$ cat config.mk
export PLATFORM = sky130hd
export DESIGN_NAME = fct_div_cell
export DESIGN_NICKNAME = d
export VERILOG_FILES = /design/src/rtl/fct_pkg.sv /design/src/rtl/fct_div_cell.sv
export SDC_FILE = /design/constraint.sdc
export NUM_CORES = 1
export LEC_CHECK = 0
export BUFFER_PORTS_ARGS = -buffer_cell sky130_fd_sc_hd__buf_2
export CORE_AREA = 2 2 291 293
export CTS_BUF_LIST = sky130_fd_sc_hd__clkbuf_2
export CTS_CLUSTER_SIZE = 40
export DETAILED_ROUTE_END_ITERATION = 7
export DIE_AREA = 0 0 293 295
export PLACE_DENSITY = 0.48
export SLEW_MARGIN = 10
export SYNTH_ARGS = -nofsm -noshare
export SYNTH_HDL_FRONTEND = slang
export SYNTH_SLANG_ARGS = --single-unit
$ cat constraint.sdc
create_clock -name i_clk -period 5.9 [get_ports i_clk]
set_input_delay 1.18 -clock i_clk [delete_from_list [all_inputs] [get_ports i_clk]]
set_output_delay 1.18 -clock i_clk [all_outputs]
set_load 0.005 [all_outputs]
$ cat src/rtl/fct_pkg.sv
// Types, widths and helpers shared by the footprint clip and test block
`timescale 1ns / 1ps
package fct_pkg;

    localparam int COORD_BITS = 24;
    localparam int DW  = COORD_BITS + 1;
    localparam int SW  = 2 * DW;
    localparam int RMW = DW + 3;
    localparam int PW  = DW + COORD_BITS - 1;
    localparam int EW  = COORD_BITS + 2;

    typedef enum logic [1:0] {
        KIND_SPHERE   = 2'd0,
        KIND_CYLINDER = 2'd1,
        KIND_BOX      = 2'd2,
        KIND_NONE     = 2'd3
    } t_kind;

    typedef enum logic [1:0] {
        REG_KIND  = 2'd0,
        REG_MAJOR = 2'd1,
        REG_MINOR = 2'd2,
        REG_SPARE = 2'd3
    } t_reg;

    typedef struct packed {
        logic signed [COORD_BITS-1:0] center_x;
        logic signed [COORD_BITS-1:0] center_y;
        logic signed [COORD_BITS-1:0] query_x;
        logic signed [COORD_BITS-1:0] query_y;
    } t_in;

    typedef struct packed {
        logic signed [COORD_BITS-1:0] clipped_x;
        logic signed [COORD_BITS-1:0] clipped_y;
        logic                         inside_res;
    } t_out;

    typedef struct packed {
        logic signed [COORD_BITS-1:0] cx;
        logic signed [COORD_BITS-1:0] cy;
        logic signed [COORD_BITS-1:0] bx;
        logic signed [COORD_BITS-1:0] by;
        logic                         neg_x;
        logic                         neg_y;
        logic                         in_fp;
        logic                         pull;
        logic [PW-1:0]                pax;
        logic [PW-1:0]                pay;
    } t_carry;

    typedef struct packed {
        logic [SW-1:0]  s;
        logic [RMW-1:0] rem;
        logic [DW-1:0]  root;
        t_carry         c;
    } t_sq;

    typedef struct packed {
        logic [DW-1:0] r;
        logic [DW-1:0] remx;
        logic [DW-1:0] remy;
        logic [DW-1:0] lx;
        logic [DW-1:0] ly;
        logic [DW-1:0] qx;
        logic [DW-1:0] qy;
        t_carry        c;
    } t_dv;

    localparam logic signed [EW-1:0] SAT_HI = EW'((64'sd1 <<< (COORD_BITS - 1)) - 64'sd1);
    localparam logic signed [EW-1:0] SAT_LO = -SAT_HI - EW'(1);

    function automatic logic signed [COORD_BITS-1:0] sat(input logic signed [EW-1:0] v);
        logic signed [EW-1:0] t;
        t = v;
        if (v > SAT_HI) t = SAT_HI;
        if (v < SAT_LO) t = SAT_LO;
        return t[COORD_BITS-1:0];
    endfunction

endpackage

$ cat src/rtl/fct_div_cell.sv
// One quotient bit cell of the pipelined dual-axis divider chain
`timescale 1ns / 1ps
module fct_div_cell (
    input  logic         i_clk,
    input  logic         i_rst_n,
    input  logic         i_en,
    input  logic         i_vld,
    input  fct_pkg::t_dv i_d,
    output logic         o_vld,
    output fct_pkg::t_dv o_d
);
    logic [fct_pkg::DW:0] nx;
    logic [fct_pkg::DW:0] ny;
    logic [fct_pkg::DW:0] dv;
    logic                 gex;
    logic                 gey;
    logic [fct_pkg::DW:0] subx;
    logic [fct_pkg::DW:0] suby;
    fct_pkg::t_dv         n_d;
    fct_pkg::t_dv         r_d;
    logic                 r_vld;

    always_comb begin
        nx   = {i_d.remx, i_d.lx[fct_pkg::DW-1]};
        ny   = {i_d.remy, i_d.ly[fct_pkg::DW-1]};
        dv   = {1'b0, i_d.r};
        gex  = nx >= dv;
        gey  = ny >= dv;
        subx = gex ? nx - dv : nx;
        suby = gey ? ny - dv : ny;
        n_d      = i_d;
        n_d.remx = subx[fct_pkg::DW-1:0];
        n_d.remy = suby[fct_pkg::DW-1:0];
        n_d.lx   = {i_d.lx[fct_pkg::DW-2:0], 1'b0};
        n_d.ly   = {i_d.ly[fct_pkg::DW-2:0], 1'b0};
        n_d.qx   = {i_d.qx[fct_pkg::DW-2:0], gex};
        n_d.qy   = {i_d.qy[fct_pkg::DW-2:0], gey};
    end

    always_ff @(posedge i_clk) begin
        if (!i_rst_n) begin
            r_vld <= 1'b0;
        end else if (i_en) begin
            r_vld <= i_vld;
        end
    end

    always_ff @(posedge i_clk) begin
        if (i_en) begin
            r_d <= n_d;
        end
    end

    assign o_vld = r_vld;
    assign o_d   = r_d;
endmodule

==> results.txt <==
status: complete, no violations
Hold Vio Cnt, Final: 0
commonest non-fill, non-tap cell in the layout: buf_2
fmax: 241.4 MHz
I/O Buffers: 742
starting DRC count in detailed routing: 717
path type of the worst setup path: input port to register
CP Buf/Inv Count: 4
Synth Area per Inst: 16.46 sq um
io pins: 747
fin crit share: 0.7021
root buffer cell: clkbuf_2
clk buf depth: 3
dominant synthesized flop cell: edfxtp_1
core area: 83160 sq um
setup slack, reg-to-reg: 4730 ps
DR pass1 iterations: 5
CTS H-Tree Depth: 3
WL/cell: 22.82 um
post_cts resized: 0
clk slew on worst S/H paths: 100 ps
Async S/R FF share, synth: 0
worst slew pin tran: 782.9 ps
distinct cell type count after synthesis: 63
CTS sink count: 370
RSZ-0062 raised after global routing: false
Num CTS Buffers: 108
max cap viols: 0
Syn Inst Count: 884
DR vias: 12810
RePlAce Congestion: 0.8868
P per Cell Area: 271.1 nW/um^2
antenna-violating nets left: 0
CP arrival: 5050 ps
largest net degree at the start of global routing: 115
Final Skew: 0 ps
clk_lat worst skew: 1230 ps
sequential element share of the synthesized area: 0.7627
initial antenna violation count: 27
Critical Path, Cell by Cell: dlygate4sd3_1 -> buf_2 -> inv_1 -> ha_1 -> a21oi_1 -> o21ai_0 -> a31o_2 -> nand2_1 -> and4_1 -> and2_1 -> inv_2 -> mux2_2
Die Ht: 295 um
Setup Buffers After CTS: 0
Worst Setup End Kind: register
commonest cells after routing, fill and taps aside: buf_2 (741), edfxtp_1 (369), dlygate4sd3_1 (312)
Synth Cell Area: 14550 sq um
multi-input combinational cell area: 3192 sq um
Final setup viols: 0
CP required: 6810 ps
residual DRC count: 0
CTS Hold Buffers Added: 312
Avg Vias per Cell: 3.974
Worst path max stage delay: 670 ps
first-pass GRT wire length: 98790 um
Post-DP HPWL: 56710 um
DIE AREA: 86440 sq um
TritonCTS clock tree: built
starting density of the core: 0.1750
Synth Warn #: 0
Critical Path Start Type: input port
vias in the first global route: 13470
gr usage total: 0.1624
HP Class: input port to register
Max VDD drop: 0.0001208 V
layout cells sized above 1: 0.4472
Crit path max-delay family: simple AND/OR/NAND/NOR gates
Critical Path Fanout Max: 16
Seq cells post-synth: 370
fill cell count: 8642
CP max stage cell: and2_1
Post-Route WL: 73570 um
Rows: 106
EDFF count, synth: 369
Final Max Tran Viols: 0
fin nets: 2461
P&R area growth vs syn: 63.45%
Fin Hold WS: 246.3 ps
leakage power: 10.17 nW
total grt overflow: 0
Die W: 293 um
Sequential Area: 11100 sq um
Post-Route Setup TNS: 0 ps
post-layout min period: 4142 ps
relative slew slack: 0.4714
## cell type report
| cell class | count | share of cell area |
|---|---|---|
| inverters | 42 | 0.006627 |
| diodes | 22 | 0.002314 |
| repair buffers | 1062 | 0.2914 |
| well taps | 1080 | 0.05681 |
| clock inverters | 53 | 0.01152 |
| clock buffers | 145 | 0.03051 |
| multi-input cells | 450 | 0.1342 |
| flip-flops and latches | 370 | 0.4667 |
## through the flow
step,instance area [sq um],total power [mW],std cells,setup slack [ps],util
floorplan,14560,3.638,885,2265,-
global placement,19610,4.310,2692,1138,0.2358
detailed placement,19610,4.311,2692,1110,0.2358
CTS,23730,6.606,3202,2045,0.2854
global route,23760,6.814,3214,1749,0.2858
finish,23790,6.450,3224,1758,0.2861
## cells in the mapped netlist (3+ instances only)
library cell	number	area [sq um]
o21a_1	6	45.04
o21bai_1	8	60.06
mux2i_1	4	40.04
o31ai_1	4	30.03
edfxtp_1	369	11080
nand2b_1	8	50.05
xor2_1	13	113.9
buf_2	8	40.04
nor3b_1	3	22.52
and2_1	3	18.77
and3_1	4	25.02
or3_1	3	18.77
inv_1	40	150.1
a31o_2	3	26.28
o21ai_0	48	240.2
buf_4	3	22.52
nor2_1	21	78.83
nand2_1	51	191.4
xnor2_1	23	201.4
a21boi_0	4	30.03
a211oi_1	7	52.55
a21o_1	19	142.6
nand3_1	19	95.09
ha_1	50	625.6
nor2b_1	5	31.28
clkbuf_1	12	45.04
mux2_2	19	214.0
nor3_1	12	60.06
a31oi_1	7	43.79
a21oi_1	49	245.2
o211ai_1	7	52.55
nand4_1	13	81.33
## kinds of logic after synthesis
kind of cell / count (synthesis) / synth area share
AOI/OAI and AO/OA: 184 / 0.08047
DFF: 370 / 0.7627
buffers and inverters: 65 / 0.01823
xor gates and xnor gates: 36 / 0.02166
other: 1 / 0.0002577
muxes: 24 / 0.01823
and+or+nand+nor: 152 / 0.05270
adders and majority gates: 52 / 0.04574
## flip-flops by register name, summed over array words and instances, names as in the netlist
name   cells
o_vld      1
o_d      369
## routing by layer
metal,up-vias,part of all wire,global-route usage
li1,5820,-,-
met1,6223,0.38,0.1774
met2,605,0.47,0.2688
met3,141,0.097,0.07172
met4,22,0.049,0.08005
met5,-,0.0019,0
## worst paths after layout
check / start / end / depth (start not counted)
min reg2reg: o_vld$_SDFFE_PN0P_ / o_vld$_SDFFE_PN0P_ / 3
max: i_d[357] / o_d[308]$_DFFE_PP_ / 12
min: i_d[364] / o_d[364]$_DFFE_PP_ / 1
max reg2reg: o_vld$_SDFFE_PN0P_ / o_vld$_SDFFE_PN0P_ / 3
## power breakdown
part           switching [mW]  internal [mW]  total (mW)
clock network            1.28          0.747        2.03
registers              0.0736           3.17        3.24
logic                   0.641          0.543        1.18
total                    1.99           4.46        6.45
No activity file was read; power rests on OpenSTA's default activity.
